`src/sv/tmc_pkg.sv`:
```
// shared types, constants and helper functions of the touch to midi controller
package tmc_pkg;

  // one input request: a frame of events or a key table load
  typedef struct packed {
    logic       req_type;
    logic [6:0] pressed_mask;
    logic       touch_released;
    logic       touch_held;
    logic [7:0] pen_x;
    logic [7:0] pen_y;
    logic [7:0] entry_index;
    logic [6:0] entry_note;
  } in_req_t;

  // one midi message as delivered on the result side
  typedef struct packed {
    logic [7:0] midi_status;
    logic [6:0] data_one;
    logic [6:0] data_two;
    logic       last_of_run;
  } out_res_t;

  // one message inside a frame plan
  typedef struct packed {
    logic [7:0] status;
    logic [6:0] d1;
    logic [6:0] d2;
  } msg_t;

  localparam int MAX_MSGS    = 4;
  localparam int QUEUE_DEPTH = 2;

  // all messages of one frame, oldest in slot 0
  typedef struct packed {
    msg_t [MAX_MSGS-1:0] msgs;
    logic [1:0]          last_idx;
  } plan_t;

  // key rectangle settings, in tiles of eight pixels
  typedef struct packed {
    logic [4:0] col;
    logic [4:0] row;
    logic [4:0] cols;
    logic [2:0] rows;
  } area_cfg_t;

  // register map, word index into the configuration space
  typedef enum logic [1:0] {
    REG_AREA_COL  = 2'd0,
    REG_AREA_ROW  = 2'd1,
    REG_AREA_COLS = 2'd2,
    REG_AREA_ROWS = 2'd3
  } reg_idx_t;

  localparam logic [4:0] AREA_COL_RST  = 5'd2;
  localparam logic [4:0] AREA_ROW_RST  = 5'd10;
  localparam logic [4:0] AREA_COLS_RST = 5'd28;
  localparam logic [2:0] AREA_ROWS_RST = 3'd5;

  // status nibbles, the channel fills the low nibble
  localparam logic [3:0] ST_NOTE_ON  = 4'h9;
  localparam logic [3:0] ST_NOTE_OFF = 4'h8;
  localparam logic [3:0] ST_BEND     = 4'hE;
  localparam logic [3:0] ST_CTRL     = 4'hB;

  // button positions in pressed_mask
  localparam int BTN_TOUCH = 0;
  localparam int BTN_X     = 1;
  localparam int BTN_Y     = 2;
  localparam int BTN_RIGHT = 3;
  localparam int BTN_LEFT  = 4;
  localparam int BTN_UP    = 5;
  localparam int BTN_DOWN  = 6;

  localparam logic [6:0] VEL_ON        = 7'd127;
  localparam logic [6:0] VEL_OFF       = 7'd0;
  localparam logic [6:0] BEND_CENTER   = 7'd64;
  localparam logic [6:0] BEND_LSB      = 7'd0;
  localparam logic [6:0] CTRL_PRESSURE = 7'd0;
  localparam logic [6:0] PRESSURE_MAX  = 7'd127;
  localparam logic [6:0] PRESSURE_ZERO = 7'd0;
  localparam logic [8:0] NOTE_MAX      = 9'd127;
  localparam logic [8:0] NOTE_STEP     = 9'd12;
  localparam logic [3:0] OCT_MAX       = 4'd9;
  localparam logic [3:0] OCT_RST       = 4'd2;
  localparam logic [3:0] CHAN_MAX      = 4'd15;

  // note plus twelve per octave, saturated at the top of the midi range
  function automatic logic [6:0] full_note(input logic [6:0] note, input logic [3:0] oct);
    logic [8:0] sum;
    sum = {2'b00, note} + NOTE_STEP * {5'b0, oct};
    if (sum > NOTE_MAX) begin
      return NOTE_MAX[6:0];
    end
    return sum[6:0];
  endfunction

  // signed drag clamped to -64..63 and moved to 0..127
  function automatic logic [6:0] bend_value(input logic signed [8:0] drag);
    logic signed [8:0] shifted;
    shifted = drag + 9'sd64;
    if (drag < -9'sd64) begin
      return 7'd0;
    end else if (drag > 9'sd63) begin
      return 7'd127;
    end
    return shifted[6:0];
  endfunction

endpackage

```
`src/sv/tmc_queue.sv`:
```
// small fifo of frame plans between the front and the back
module tmc_queue
  import tmc_pkg::*;
(
  input  logic  clk,
  input  logic  rst_n,
  input  logic  push,
  input  plan_t wr_plan,
  output logic  full,
  input  logic  pop,
  output plan_t rd_plan,
  output logic  empty
);

  localparam int PTR_W = (QUEUE_DEPTH > 1) ? $clog2(QUEUE_DEPTH) : 1;
  localparam int CNT_W = $clog2(QUEUE_DEPTH + 1);

  plan_t              slot_r [QUEUE_DEPTH];
  logic [PTR_W-1:0]   wr_ptr_r, wr_ptr_nxt;
  logic [PTR_W-1:0]   rd_ptr_r, rd_ptr_nxt;
  logic [CNT_W-1:0]   cnt_r, cnt_nxt;
  logic               do_push, do_pop;

  assign full    = (cnt_r == CNT_W'(QUEUE_DEPTH));
  assign empty   = (cnt_r == '0);
  assign do_push = push && !full;
  assign do_pop  = pop && !empty;
  assign rd_plan = slot_r[rd_ptr_r];

  // pointer and fill count update
  always_comb begin
    wr_ptr_nxt = wr_ptr_r;
    rd_ptr_nxt = rd_ptr_r;
    cnt_nxt    = cnt_r;
    if (do_push) begin
      wr_ptr_nxt = (wr_ptr_r == PTR_W'(QUEUE_DEPTH - 1)) ? '0 : wr_ptr_r + 1'b1;
    end
    if (do_pop) begin
      rd_ptr_nxt = (rd_ptr_r == PTR_W'(QUEUE_DEPTH - 1)) ? '0 : rd_ptr_r + 1'b1;
    end
    if (do_push && !do_pop) begin
      cnt_nxt = cnt_r + 1'b1;
    end else if (do_pop && !do_push) begin
      cnt_nxt = cnt_r - 1'b1;
    end
  end

  always_ff @(posedge clk) begin
    if (!rst_n) begin
      wr_ptr_r <= '0;
      rd_ptr_r <= '0;
      cnt_r    <= '0;
    end else begin
      wr_ptr_r <= wr_ptr_nxt;
      rd_ptr_r <= rd_ptr_nxt;
      cnt_r    <= cnt_nxt;
    end
  end

  // plan storage
  always_ff @(posedge clk) begin
    if (do_push) begin
      slot_r[wr_ptr_r] <= wr_plan;
    end
  end

endmodule

```
`src/sv/tmc_front.sv`:
```
// front end: accepts requests, holds the key table and builds the plan of each frame
module tmc_front
  import tmc_pkg::*;
#(
  parameter int TABLE_ROWS = 5,
  parameter int TABLE_COLS = 28
)(
  input  logic      clk,
  input  logic      rst_n,
  input  logic      push,
  output logic      full,
  input  in_req_t   in_data,
  input  area_cfg_t area,
  output logic      q_push,
  output plan_t     q_plan,
  input  logic      q_full
);

  localparam int TABLE_SIZE = TABLE_ROWS * TABLE_COLS;
  localparam int ADDR_W     = (TABLE_SIZE > 1) ? $clog2(TABLE_SIZE) : 1;

  logic [6:0]        key_mem [TABLE_SIZE];
  logic [6:0]        rd_note_r;

  logic              accept;
  logic [9:0]        px_ext, py_ext, x_lo, x_hi, y_lo, y_hi;
  logic [5:0]        col_end, row_end;
  logic [4:0]        kx, ky;
  logic              in_rect, key_hit;
  logic [ADDR_W-1:0] rd_addr, wr_addr;
  logic              wr_ok;

  logic              s1_valid_r, s1_valid_nxt;
  in_req_t           s1_req_r;
  logic              s1_hit_r;
  logic              s1_adv;

  logic              pen_r, pen_nxt;
  logic [7:0]        ox_r, ox_nxt, oy_r, oy_nxt;
  logic [6:0]        held_r, held_nxt;
  logic [3:0]        oct_r, oct_nxt, chan_r, chan_nxt;

  msg_t [MAX_MSGS-1:0] msgs;
  logic [2:0]          n;
  logic signed [8:0]   dx, drag;
  logic [6:0]          press;

  assign accept = push && !full;
  assign full   = s1_valid_r && q_full;
  assign s1_adv = s1_valid_r && !q_full;

  // key rectangle test and table address of the touched tile
  always_comb begin
    px_ext  = {2'b00, in_data.pen_x};
    py_ext  = {2'b00, in_data.pen_y};
    col_end = 6'(area.col) + 6'(area.cols);
    row_end = 6'(area.row) + 6'(area.rows);
    x_lo    = {2'b00, area.col, 3'b000};
    x_hi    = {1'b0, col_end, 3'b000};
    y_lo    = {2'b00, area.row, 3'b000};
    y_hi    = {1'b0, row_end, 3'b000};
    in_rect = (px_ext > x_lo) && (py_ext > y_lo) && (px_ext < x_hi) && (py_ext < y_hi);
    kx      = in_data.pen_x[7:3] - area.col;
    ky      = in_data.pen_y[7:3] - area.row;
    key_hit = in_rect && ({1'b0, kx} < 6'(TABLE_COLS)) && ({1'b0, ky} < 6'(TABLE_ROWS));
    rd_addr = key_hit ? ADDR_W'(int'(ky) * TABLE_COLS + int'(kx)) : '0;
    wr_ok   = {1'b0, in_data.entry_index} < 9'(TABLE_SIZE);
    wr_addr = in_data.entry_index[ADDR_W-1:0];
  end

  // key table: loads write, frames read with registered data
  always_ff @(posedge clk) begin
    if (accept && in_data.req_type && wr_ok) begin
      key_mem[wr_addr] <= in_data.entry_note;
    end
    if (accept && !in_data.req_type) begin
      rd_note_r <= key_mem[rd_addr];
    end
  end

  // classify stage register
  assign s1_valid_nxt = accept || (s1_valid_r && !s1_adv);

  always_ff @(posedge clk) begin
    if (!rst_n) begin
      s1_valid_r <= 1'b0;
    end else begin
      s1_valid_r <= s1_valid_nxt;
    end
  end

  always_ff @(posedge clk) begin
    if (accept) begin
      s1_req_r <= in_data;
      s1_hit_r <= key_hit;
    end
  end

  // frame plan and next controller state
  always_comb begin
    msgs     = '0;
    n        = 3'd0;
    pen_nxt  = pen_r;
    ox_nxt   = ox_r;
    oy_nxt   = oy_r;
    held_nxt = held_r;
    oct_nxt  = oct_r;
    chan_nxt = chan_r;
    dx       = $signed({1'b0, s1_req_r.pen_x}) - $signed({1'b0, ox_r});
    drag     = $signed({1'b0, oy_r}) - $signed({1'b0, s1_req_r.pen_y});
    if (dx[8]) begin
      press = PRESSURE_ZERO;
    end else if (dx[7]) begin
      press = PRESSURE_MAX;
    end else begin
      press = dx[6:0];
    end

    // touch messages
    if (!pen_r && s1_req_r.pressed_mask[BTN_TOUCH]) begin
      pen_nxt = 1'b1;
      ox_nxt  = s1_req_r.pen_x;
      oy_nxt  = s1_req_r.pen_y;
      if (s1_hit_r) begin
        held_nxt      = rd_note_r;
        msgs[n[1:0]]  = '{status: {ST_NOTE_ON, chan_r}, d1: full_note(rd_note_r, oct_r),
                          d2: VEL_ON};
        n             = n + 3'd1;
      end
    end else if (s1_req_r.touch_released) begin
      pen_nxt      = 1'b0;
      msgs[n[1:0]] = '{status: {ST_NOTE_OFF, chan_r}, d1: full_note(held_r, oct_r),
                       d2: VEL_OFF};
      n            = n + 3'd1;
      msgs[n[1:0]] = '{status: {ST_BEND, chan_r}, d1: BEND_LSB, d2: BEND_CENTER};
      n            = n + 3'd1;
    end else if (pen_r && s1_req_r.touch_held) begin
      msgs[n[1:0]] = '{status: {ST_BEND, chan_r}, d1: BEND_LSB, d2: bend_value(drag)};
      n            = n + 3'd1;
      msgs[n[1:0]] = '{status: {ST_CTRL, chan_r}, d1: CTRL_PRESSURE, d2: press};
      n            = n + 3'd1;
    end

    // reset buttons
    if (s1_req_r.pressed_mask[BTN_X]) begin
      msgs[n[1:0]] = '{status: {ST_BEND, chan_r}, d1: BEND_LSB, d2: BEND_CENTER};
      n            = n + 3'd1;
    end
    if (s1_req_r.pressed_mask[BTN_Y]) begin
      msgs[n[1:0]] = '{status: {ST_CTRL, chan_r}, d1: CTRL_PRESSURE, d2: PRESSURE_ZERO};
      n            = n + 3'd1;
    end

    // octave and channel steps take effect after this frame
    if (s1_req_r.pressed_mask[BTN_RIGHT] && (oct_nxt < OCT_MAX)) begin
      oct_nxt = oct_nxt + 4'd1;
    end
    if (s1_req_r.pressed_mask[BTN_LEFT] && (oct_nxt != 4'd0)) begin
      oct_nxt = oct_nxt - 4'd1;
    end
    if (s1_req_r.pressed_mask[BTN_UP] && (chan_nxt < CHAN_MAX)) begin
      chan_nxt = chan_nxt + 4'd1;
    end
    if (s1_req_r.pressed_mask[BTN_DOWN] && (chan_nxt != 4'd0)) begin
      chan_nxt = chan_nxt - 4'd1;
    end
  end

  assign q_push = s1_adv && !s1_req_r.req_type && (n != 3'd0);
  assign q_plan = '{msgs: msgs, last_idx: 2'(n - 3'd1)};

  // controller state, updated once per frame
  always_ff @(posedge clk) begin
    if (!rst_n) begin
      pen_r  <= 1'b0;
      ox_r   <= '0;
      oy_r   <= '0;
      held_r <= '0;
      oct_r  <= OCT_RST;
      chan_r <= '0;
    end else if (s1_adv && !s1_req_r.req_type) begin
      pen_r  <= pen_nxt;
      ox_r   <= ox_nxt;
      oy_r   <= oy_nxt;
      held_r <= held_nxt;
      oct_r  <= oct_nxt;
      chan_r <= chan_nxt;
    end
  end

endmodule

```
`src/sv/tmc_back.sv`:
```
// back end: walks through each queued plan and sends one message per cycle while the receiver takes them
module tmc_back
  import tmc_pkg::*;
(
  input  logic     clk,
  input  logic     rst_n,
  input  plan_t    plan,
  input  logic     q_empty,
  output logic     q_pop,
  output logic     out_empty,
  input  logic     out_pop,
  output out_res_t out_data
);

  logic [1:0] idx_r, idx_nxt;
  logic       valid_r, valid_nxt;
  out_res_t   res_r;
  msg_t       cur;
  logic       is_last;
  logic       load;

  assign cur     = plan.msgs[idx_r];
  assign is_last = (idx_r == plan.last_idx);
  assign load    = !q_empty && (!valid_r || out_pop);
  assign q_pop   = load && is_last;

  // message index and output valid
  always_comb begin
    idx_nxt   = idx_r;
    valid_nxt = valid_r;
    if (load) begin
      valid_nxt = 1'b1;
      idx_nxt   = is_last ? 2'd0 : idx_r + 2'd1;
    end else if (out_pop) begin
      valid_nxt = 1'b0;
    end
  end

  always_ff @(posedge clk) begin
    if (!rst_n) begin
      idx_r   <= '0;
      valid_r <= 1'b0;
    end else begin
      idx_r   <= idx_nxt;
      valid_r <= valid_nxt;
    end
  end

  // output register
  always_ff @(posedge clk) begin
    if (load) begin
      res_r <= '{midi_status: cur.status, data_one: cur.d1, data_two: cur.d2,
                 last_of_run: is_last};
    end
  end

  assign out_empty = !valid_r;
  assign out_data  = res_r;

endmodule

```
`src/sv/touch_to_midi_controller.sv`:
```
// top level of the touch to midi controller: register port and front, queue, back
//
// Requests enter through a queue-like port: a request is taken when push is high and
// full is low. A request is either a frame of pen and button events or a load of one
// key table entry. Results leave the same way: the oldest midi message sits on
// out_data while empty is low and is taken when pop is high.
// A frame gives zero to four messages; last_of_run marks the final one of a frame.
// Table loads and frames with nothing to say give no result.
// A request passes through the classify stage register, the plan queue and the
// output register before its first message shows on out_data. A request can be
// taken every cycle while full is low; the back end sends one message per cycle
// while the receiver takes them, and a two-entry plan queue absorbs the difference.
// When the receiver stalls, the output register holds, then the plan queue fills,
// then full rises and holds the front.
// Reset clears the queue, the output and the controller state (pen idle, octave 2,
// channel 0) and loads the key area registers with their defaults; the key table
// holds no defined contents and must be loaded before the keys are played.
// The key area registers sit on an APB-style port at byte addresses 0, 4, 8 and 12.
// Write them only while the block is idle; the block itself does not enforce it.
module touch_to_midi_controller
  import tmc_pkg::*;
#(
  parameter int TABLE_ROWS = 5,
  parameter int TABLE_COLS = 28
)(
  input  logic        clk,
  input  logic        rst_n,
  input  logic        push,
  output logic        full,
  input  in_req_t     in_data,
  output logic        empty,
  input  logic        pop,
  output out_res_t    out_data,
  input  logic        psel,
  input  logic        penable,
  input  logic        pwrite,
  input  logic [3:0]  paddr,
  input  logic [31:0] pwdata,
  output logic [31:0] prdata,
  output logic        pready
);

  logic [4:0] col_r, row_r, cols_r;
  logic [2:0] rows_r;
  logic       cfg_wr;
  reg_idx_t   reg_sel;
  area_cfg_t  area;

  logic       q_push, q_full, q_pop, q_empty;
  plan_t      q_wr_plan, q_rd_plan;

  assign pready  = 1'b1;
  assign cfg_wr  = psel && penable && pwrite && pready;
  assign reg_sel = reg_idx_t'(paddr[3:2]);

  // key area registers
  always_ff @(posedge clk) begin
    if (!rst_n) begin
      col_r  <= AREA_COL_RST;
      row_r  <= AREA_ROW_RST;
      cols_r <= AREA_COLS_RST;
      rows_r <= AREA_ROWS_RST;
    end else if (cfg_wr) begin
      case (reg_sel)
        REG_AREA_COL:  col_r  <= pwdata[4:0];
        REG_AREA_ROW:  row_r  <= pwdata[4:0];
        REG_AREA_COLS: cols_r <= pwdata[4:0];
        REG_AREA_ROWS: rows_r <= pwdata[2:0];
        default: ;
      endcase
    end
  end

  // register read back
  always_comb begin
    case (reg_sel)
      REG_AREA_COL:  prdata = {27'b0, col_r};
      REG_AREA_ROW:  prdata = {27'b0, row_r};
      REG_AREA_COLS: prdata = {27'b0, cols_r};
      REG_AREA_ROWS: prdata = {29'b0, rows_r};
      default:       prdata = '0;
    endcase
  end

  assign area = '{col: col_r, row: row_r, cols: cols_r, rows: rows_r};

  tmc_front #(
    .TABLE_ROWS (TABLE_ROWS),
    .TABLE_COLS (TABLE_COLS)
  ) u_front (
    .clk     (clk),
    .rst_n   (rst_n),
    .push    (push),
    .full    (full),
    .in_data (in_data),
    .area    (area),
    .q_push  (q_push),
    .q_plan  (q_wr_plan),
    .q_full  (q_full)
  );

  tmc_queue u_queue (
    .clk     (clk),
    .rst_n   (rst_n),
    .push    (q_push),
    .wr_plan (q_wr_plan),
    .full    (q_full),
    .pop     (q_pop),
    .rd_plan (q_rd_plan),
    .empty   (q_empty)
  );

  tmc_back u_back (
    .clk       (clk),
    .rst_n     (rst_n),
    .plan      (q_rd_plan),
    .q_empty   (q_empty),
    .q_pop     (q_pop),
    .out_empty (empty),
    .out_pop   (pop),
    .out_data  (out_data)
  );

`ifndef SYNTHESIS
  // the front never offers a plan to a full queue
  a_no_push_when_full: assert property (@(posedge clk) disable iff (!rst_n)
    !(q_push && q_full))
    else $error("plan offered to a full queue");

  // the back only retires plans that are there
  a_pop_has_plan: assert property (@(posedge clk) disable iff (!rst_n)
    q_pop |-> !q_empty)
    else $error("plan retired from an empty queue");

  // retiring a plan puts its final message on the output
  a_pop_marks_last: assert property (@(posedge clk) disable iff (!rst_n)
    q_pop |=> (!empty && out_data.last_of_run))
    else $error("plan retired without its final message on the output");
`endif

endmodule
```
`config.mk`:
```
export PLATFORM = sky130hd
export DESIGN_NAME = touch_to_midi_controller
export DESIGN_NICKNAME = d
export VERILOG_FILES = /design/src/sv/tmc_pkg.sv /design/src/sv/tmc_queue.sv /design/src/sv/tmc_front.sv /design/src/sv/tmc_back.sv /design/src/sv/touch_to_midi_controller.sv
export SDC_FILE = /design/constraint.sdc
export NUM_CORES = 2
export LEC_CHECK = 0
export BUFFER_PORTS_ARGS = -buffer_cell sky130_fd_sc_hd__buf_2
export CORE_MARGIN = 10
export CORE_UTILIZATION = 40
export DETAILED_ROUTE_END_ITERATION = 16
export SYNTH_ARGS = -nofsm -noshare
export SYNTH_HDL_FRONTEND = slang
export SYNTH_SLANG_ARGS = --single-unit
```
`constraint.sdc`:
```
create_clock -name clk -period 10.7 [get_ports clk]
set_input_delay 2.675 -clock clk [delete_from_list [all_inputs] [get_ports clk]]
set_output_delay 2.675 -clock clk [all_outputs]
set_load 0.02 [all_outputs]
```
After elaboration in Yosys (flattened, before gate mapping)
Memories as Yosys holds them, arrays and structs flattened. A register that Yosys moved wholly into a read port is not among the register bits.
Cells that the tools add are included.
{"block": "word_totals", "mem_count": 2, "out_inout_bits": 58, "inputBits": 84, "reg_bits": 108, "wordCells": 195, "ram_bits": 1160}
{"block": "op_classes", "mul": 2, "order_cmp": 18, "mux": 62, "reduce_logical": 57, "eq_ne": 5, "addsub": 22}
{"memory": "u_front.key_mem", "words": 140, "width": 7, "read_ports": 1, "rd_clocked_by_memory_dff": 1, "wr": 1, "line_no": "tmc_front.sv:22", "rtl": "logic [6:0] key_mem [TABLE_SIZE];"}
{"memory": "u_queue.slot_r", "words": 2, "width": 90, "read_ports": 1, "rd_clocked_by_memory_dff": 1, "wr": 1, "line_no": "tmc_queue.sv:18", "rtl": "plan_t slot_r [QUEUE_DEPTH];"}
{"cell": "$bwmux W88", "n": 2}
{"cell": "$mux W88", "n": 2}
{"cell": "$mux W22", "n": 6}
{"cell": "$pmux W32 S4", "n": 1}
{"cell": "$demux W22 S2", "n": 2}
{"cell": "$mux W44", "n": 2}
{"cell": "$mux W7", "n": 9}
{"cell": "$bmux W22 S2", "n": 1}
{"cell": "$logic_and A1 B1 Y1", "n": 30}
{"cell": "$gt A9 B7 Y1 const B", "n": 3}
{"cell": "$mux W1", "n": 24}
{"cell": "$add A7 B8 Y9", "n": 2}
{"cell": "$lt A8 B9 Y1", "n": 2}
{"cell": "$sub A8 B8 Y9", "n": 2}
{"cell": "$gt A8 B8 Y1", "n": 2}
{"cell": "$mux W4", "n": 4}
{"cell": "$mux W3", "n": 4}
{"cell": "$reduce_and A2 Y1", "n": 6}
{"cell": "$logic_not A1 Y1", "n": 10}
{"cell": "$sub A5 B5 Y5", "n": 2}
{"cell": "$lt A2 B3 Y1 const B", "n": 3}
{"cell": "$lt A9 B7 Y1 const B", "n": 1}
{"cell": "$add A4 B1 Y4 const B", "n": 2}
{"cell": "$add A8 B6 Y8", "n": 1}
{"cell": "other kinds (26)", "n": 43}

Depth between registers and ports, before layout
{"block": "depth", "ltp_word": 15, "depth_mapped": 22, "depth_no_buf": 20}

Hierarchy
Synthesis repeated with hierarchy kept, for this count alone.
{"block": "hier_totals", "hier_cells": 3681, "hier_area_um2": 54863.9}
{"mod": "tmc_front", "instances": 1, "seq_area_each_um2": 31109.8, "area_per_inst_um2": 45516.2, "cells_each": 3182}
{"mod": "tmc_queue", "instances": 1, "seq_area_each_um2": 5505.3, "area_per_inst_um2": 6759.0, "cells_each": 305}
{"mod": "tmc_back", "instances": 1, "seq_area_each_um2": 750.7, "area_per_inst_um2": 1457.6, "cells_each": 75}
{"mod": "touch_to_midi_controller", "instances": 1, "seq_area_each_um2": 360.3, "area_per_inst_um2": 1131.1, "cells_each": 119}

Least setup slack after synthesis
No wires, ideal clock.
{"block": "synth_path", "path_kind": "input to register", "from": "input port in_data[18] (netlist bit)", "to": "register u_front.rd_note_r[3] (read register of u_front.key_mem) (data pin)", "arrival_ns": 6.539, "path_slack_ns": 3.994, "path_buffers": 1, "setup_ns": 0.167, "cell_stages": 17, "cell_sequence": "inv_1 > ha_1 > inv_1 > fa_1 > xor2_1 > fa_1 > ha_1 > ha_1 > a21oi_1 > xor2_1 > nand2_1 > nor2_1 > clkbuf_1 > o211ai_1 > a2111oi_0 > a211oi_1 > a211oi_1"}
{"block": "synth_between", "elab_chain_cells": 7, "word_cells_on_any_way": 12, "classes_between": "2 x add/sub; 1 x mul; 3 x order compare; 1 x mux; 5 x reduce/logical"}
{"element": "start: declaration", "line_no": "touch_to_midi_controller.sv:30", "rtl": "input in_req_t in_data,"}
{"element": "branches (longest 6 deep; another with $add A8 B6 Y8)"}
{"element": "$mux W8 (*)", "line_no": "tmc_front.sv:66", "rtl": "rd_addr = key_hit ? ADDR_W'(int'(ky) * TABLE_COLS + int'(kx)) : '0;"}
{"element": "end: declaration", "line_no": "tmc_front.sv:23", "rtl": "logic [6:0] rd_note_r;"}
Mark *: on every way between the ends.
A chain may end at the register's enable or synchronous reset.

Worst setup path after layout
{"block": "layout_path", "from": "input port in_data[18] (netlist bit)", "to": "register u_front.rd_note_r[6] (read register of u_front.key_mem) (data pin)"}
The elaborated chain is that of the path after synthesis.

==> run summary <==
The run finished with clean final reports. The via count of the first global-routing pass is 30,200. The number of gates given a new drive strength after cts was 0. The startpoint of the worst hold path is u_front.ox_r[7]$_SDFFE_PN0P_. The count of flip-flops with a built-in enable after synthesis is 1,141. The number of different library cells in the post-synthesis netlist was 96. The number of buffers inserted to repair setup after CTS was 0. The run gives 68.9% as the sequential share of the synthesized area. In the synthesized netlist, the number of instances is 3,432. The prevailing post-synth register cell is sky130_fd_sc_hd__edfxtp_1. Global routing finished with a remaining overflow of 0.

The startpoint identified for the worst register-to-register timing path is row_r[0]$_SDFFE_PN0P_. The starting DRC count in detailed routing is 3,606. The worst path in the final design needs a cycle of 8270 ps, including I/O delays and setup. The first global-routing pass estimated 211,000 um of wire. The biggest area contributor in the post-synthesis netlist is sky130_fd_sc_hd__edfxtp_1.

Hold repair after CTS inserted 0 buffers. Tracing the worst setup path back leads to its startpoint at in_data[18]. Entering global routing, the biggest net connects 111 pins.

STA classifies the critical path startpoint as an input pin. The number of buffers on the longest clock path came out at 3. The number of nets with antenna violations after routing was 0; the die outline height was 379 um.

The logs give 0 for the final setup violation count and 45.0% for the final cell utilization of the core. In this run the clock root is driven by a sky130_fd_sc_hd__clkbuf_16. CTS saw 1,200 sinks. The run gives 143,000 um^2 as the total die area.

The die is 379 um wide. The run gives 3 as the number of antenna violations at the first check in global routing. Cells with a size suffix above 1 make up 13.7% of the layout. Summed over its instances, the top area cell type makes up 66.6% of the synthesized netlist area.

The first TritonRoute pass finished after 8 iterations. The congestion estimate from routability-driven global placement came to 0.889. Ranked by total cell area, the synthesized netlist is headed by sky130_fd_sc_hd__edfxtp_1, sky130_fd_sc_hd__mux2i_1, sky130_fd_sc_hd__mux4_2. Once detailed placement completed, the half-perimeter wirelength came to 91,200 um.

The run gives 121 MHz as the fmax. STA puts the critical path data required time at 11,140 ps. The category of the most critical setup path is input pin to flip-flop. The final route contains 30,900 vias. Summing every instance area after synthesis gives 51,400 um^2.

After synthesis the netlist holds a flip-flop and latch count of 1,200. The share of flip-flops with an asynchronous set or reset was 0%. Buffers inserted during clock tree synthesis total 121. Setup repair after global routing left no endpoint under its margin.

Buffers placed on the I/O ports in this run total 84. After clock tree synthesis, the clock-pin slew on the worst setup and hold paths is 60 ps. Along the worst path, the maximum fanout reaches 30. The routed design has 146,000 um of wire. Across the VDD grid, the largest voltage drop is 0.000204 V. Post-route clock skew: 40.2 ps. The class of the tightest hold or removal check was flip-flop to flip-flop. The aggregate global-route resource usage is 20.0%, and the worst setup slack before clock tree synthesis is 1860 ps. The arrival time at the worst endpoint is 8710 ps. The worst setup path is captured at a flip-flop. In the post-route analysis, the smallest setup slack over all paths is 2430 ps.

The number of core rows was 131. Across the run, the number of max-cap violations was 0. The number of pins exceeding their max-slew limit in the final report is 0, and the leakage power of the design is 19.1 nW. For the maximum level of the CTS H-tree, the log shows 3. The number of nets in the layout came out at 3,714. The post-synthesis average cell area was 15.0 um^2; the signed area change from the synthesized netlist to the final layout was 11.8%. Number of design rule violations left after detail routing: 0.

The per-cell via count in the routed design is 5.83, and the initial core utilization is 40.3%. For the number of hold violations in the final report, the log shows 0. The tools report the fill cell instance count of the final layout as 11,200.

The tools report the warning count from the yosys run as 0. TritonCTS built the clock tree. The total area inside the core boundary comes to 128,000 um^2.

In this run the power density over the cells is 186 nW/um^2. 142 I/O pins were placed. The post-route fraction of the period consumed by the critical path is 77.3%, and the insertion delay of the later-clocked pin in the worst-skew pair is 750 ps. For the worst slew slack as a fraction of its limit, the log shows 16.5%. The summed negative setup slack over all endpoints was 0 ps.

The pin slew with the least headroom to its limit came out at 1240 ps. In the final routed layout, each cell accounts on average for 27.6 um.
[cell type report]
| class | count | area [um^2] | share of cell area, % |
|---|---|---|---|
| inverter | 82 | 308 | 0.535 |
| clock buffer | 160 | 3220 | 5.59 |
| tap | 1662 | 2080 | 3.62 |
| multi-input combinational | 1965 | 14900 | 25.8 |
| sequential | 1200 | 35400 | 61.6 |
| antenna | 1 | 2.50 | 0.00435 |
| clock inverter | 65 | 538 | 0.935 |
| timing repair buffer | 165 | 1070 | 1.86 |
[Yosys cell counts, types with 53 or more instances]
master                        n
sky130_fd_sc_hd__a211oi_1    53
sky130_fd_sc_hd__a21oi_1    136
sky130_fd_sc_hd__clkbuf_1   105
sky130_fd_sc_hd__dfxtp_1     59
sky130_fd_sc_hd__edfxtp_1  1141
sky130_fd_sc_hd__ha_1        81
sky130_fd_sc_hd__inv_1       80
sky130_fd_sc_hd__mux2i_1    239
sky130_fd_sc_hd__mux4_2      84
sky130_fd_sc_hd__nand2_1    235
sky130_fd_sc_hd__nor2_1     258
sky130_fd_sc_hd__nor2b_1     74
sky130_fd_sc_hd__o21ai_0    101
[layer usage]
metal / up-vias / track usage [%] / part of all wire (%) / wire, um
met5: - / 0 / 0.023 / 34
li1: 13500 / - / - / -
met2: 1485 / 31.5 / 46 / 67000
met4: 4 / 8.15 / 4.4 / 6450
met3: 315 / 4.02 / 9.3 / 13600
met1: 15600 / 27.0 / 40 / 59100
[where the power goes]
| part | switching [mW] | internal (mW) | leakage (nW) |
|---|---|---|---|
| Clock | 1.80 | 2.28 | 1.83 |
| Sequential | 0.0271 | 5.22 | 10.8 |
| Combinational | 0.940 | 0.410 | 6.48 |
| Total | 2.76 | 7.91 | 19.1 |
[state kept, by name, summed over array words and instances (netlist names), named ones only]
signal / flops
col_r: 5
cols_r: 5
row_r: 5
rows_r: 3
u_back.idx_r: 2
u_back.out_data: 23
u_back.valid_r: 1
u_front.chan_r: 4
u_front.held_r: 7
u_front.key_mem: 980
u_front.oct_r: 4
u_front.ox_r: 8
u_front.oy_r: 8
u_front.pen_r: 1
u_front.rd_note_r: 7
u_front.s1_hit_r: 1
u_front.s1_req_r: 26
u_front.s1_valid_r: 1
u_queue.cnt_r: 2
u_queue.rd_ptr_r: 1
u_queue.slot_r: 104
u_queue.wr_ptr_r: 1
[cells by family after synthesis]
logic type	Yosys count	share of synthesized area, %
AOI/OAI and AO/OA	639	8.64
DFF	1200	68.9
and+or+nand+nor	770	6.88
other	2	0.0146
xor gates and xnor gates	59	1.03
adders and majority gates	95	2.51
muxes	372	9.40
buffers and inverters	295	2.61
[stage by stage]
| step | power, mW | hold WS [ps] | cells | area [um^2] |
|---|---|---|---|---|
| after floorplan | 6.11 | 443 | 3460 | 51500 |
| after global placement | 6.67 | 456 | 5074 | 53800 |
| after detailed placement | 6.68 | 461 | 5074 | 53800 |
| after CTS | 10.7 | 469 | 5299 | 57500 |
| after global routing | 11.0 | 487 | 5299 | 57500 |
| final | 10.7 | 466 | 5300 | 57500 |
[worst max-delay path, cell delays in order]
cell	delay [ps]
sky130_fd_sc_hd__buf_2	110
sky130_fd_sc_hd__inv_1	110
sky130_fd_sc_hd__ha_1	190
sky130_fd_sc_hd__inv_1	60
sky130_fd_sc_hd__fa_1	400
sky130_fd_sc_hd__a21o_1	180
sky130_fd_sc_hd__a21oi_1	170
sky130_fd_sc_hd__xor2_1	220
sky130_fd_sc_hd__ha_1	180
sky130_fd_sc_hd__nand2b_1	50
sky130_fd_sc_hd__a211o_1	260
sky130_fd_sc_hd__a2111oi_4	280
sky130_fd_sc_hd__and3_4	570
sky130_fd_sc_hd__nand2_4	420
sky130_fd_sc_hd__inv_2	640
sky130_fd_sc_hd__nand3_1	660
sky130_fd_sc_hd__o32ai_1	780
sky130_fd_sc_hd__a2111oi_0	210
sky130_fd_sc_hd__a211oi_1	520
[layout by cell type, fill, tap and decap left out, types with 11 or more instances in the layout]
cell type / synthesis / final
sky130_fd_sc_hd__clkinv_1: 1 / 31
sky130_fd_sc_hd__conb_1: 2 / 30
sky130_fd_sc_hd__edfxtp_1: 1141 / 1141
sky130_fd_sc_hd__o221ai_1: 31 / 31
sky130_fd_sc_hd__a21boi_0: 19 / 19
sky130_fd_sc_hd__mux4_2: 84 / 84
sky130_fd_sc_hd__ha_1: 81 / 79
sky130_fd_sc_hd__and2_1: 28 / 27
sky130_fd_sc_hd__a221oi_1: 18 / 18
sky130_fd_sc_hd__nand3_1: 50 / 50
sky130_fd_sc_hd__o22ai_1: 43 / 43
sky130_fd_sc_hd__fa_1: 14 / 12
sky130_fd_sc_hd__clkbuf_16: 0 / 123
sky130_fd_sc_hd__buf_2: 52 / 77
sky130_fd_sc_hd__nand2_1: 235 / 235
sky130_fd_sc_hd__o21a_1: 11 / 11
sky130_fd_sc_hd__xor2_1: 22 / 22
sky130_fd_sc_hd__o21ai_0: 101 / 101
sky130_fd_sc_hd__inv_1: 80 / 79
sky130_fd_sc_hd__a211oi_1: 53 / 53
sky130_fd_sc_hd__clkinv_2: 0 / 18
sky130_fd_sc_hd__dfxtp_1: 59 / 58
sky130_fd_sc_hd__o211ai_1: 29 / 29
sky130_fd_sc_hd__nor3_1: 41 / 39
sky130_fd_sc_hd__a21oi_1: 136 / 136
sky130_fd_sc_hd__a31oi_1: 19 / 19
sky130_fd_sc_hd__nor2_1: 258 / 256
sky130_fd_sc_hd__or3_1: 12 / 12
sky130_fd_sc_hd__buf_4: 38 / 86
sky130_fd_sc_hd__nor2b_1: 74 / 72
sky130_fd_sc_hd__mux2i_1: 239 / 239
sky130_fd_sc_hd__a21o_1: 20 / 20
sky130_fd_sc_hd__a2111oi_0: 13 / 12
sky130_fd_sc_hd__o32ai_1: 17 / 17
sky130_fd_sc_hd__nand2b_1: 19 / 19
sky130_fd_sc_hd__mux2_2: 46 / 46
sky130_fd_sc_hd__xnor2_1: 35 / 35
sky130_fd_sc_hd__clkbuf_1: 105 / 37
[path summary, 6_finish.rpt]
check	end	slack (ps)	cells after the start
setup / recovery	u_front.rd_note_r[6]$_DFFE_PP_	2430	19
hold / removal	u_front.ox_r[7]$_SDFFE_PN0P_	470	2
setup reg to reg	u_front.rd_note_r[6]$_DFFE_PP_	4040	16
hold reg to reg	u_front.ox_r[7]$_SDFFE_PN0P_	470	2
(Power assumes the default switching activity.)
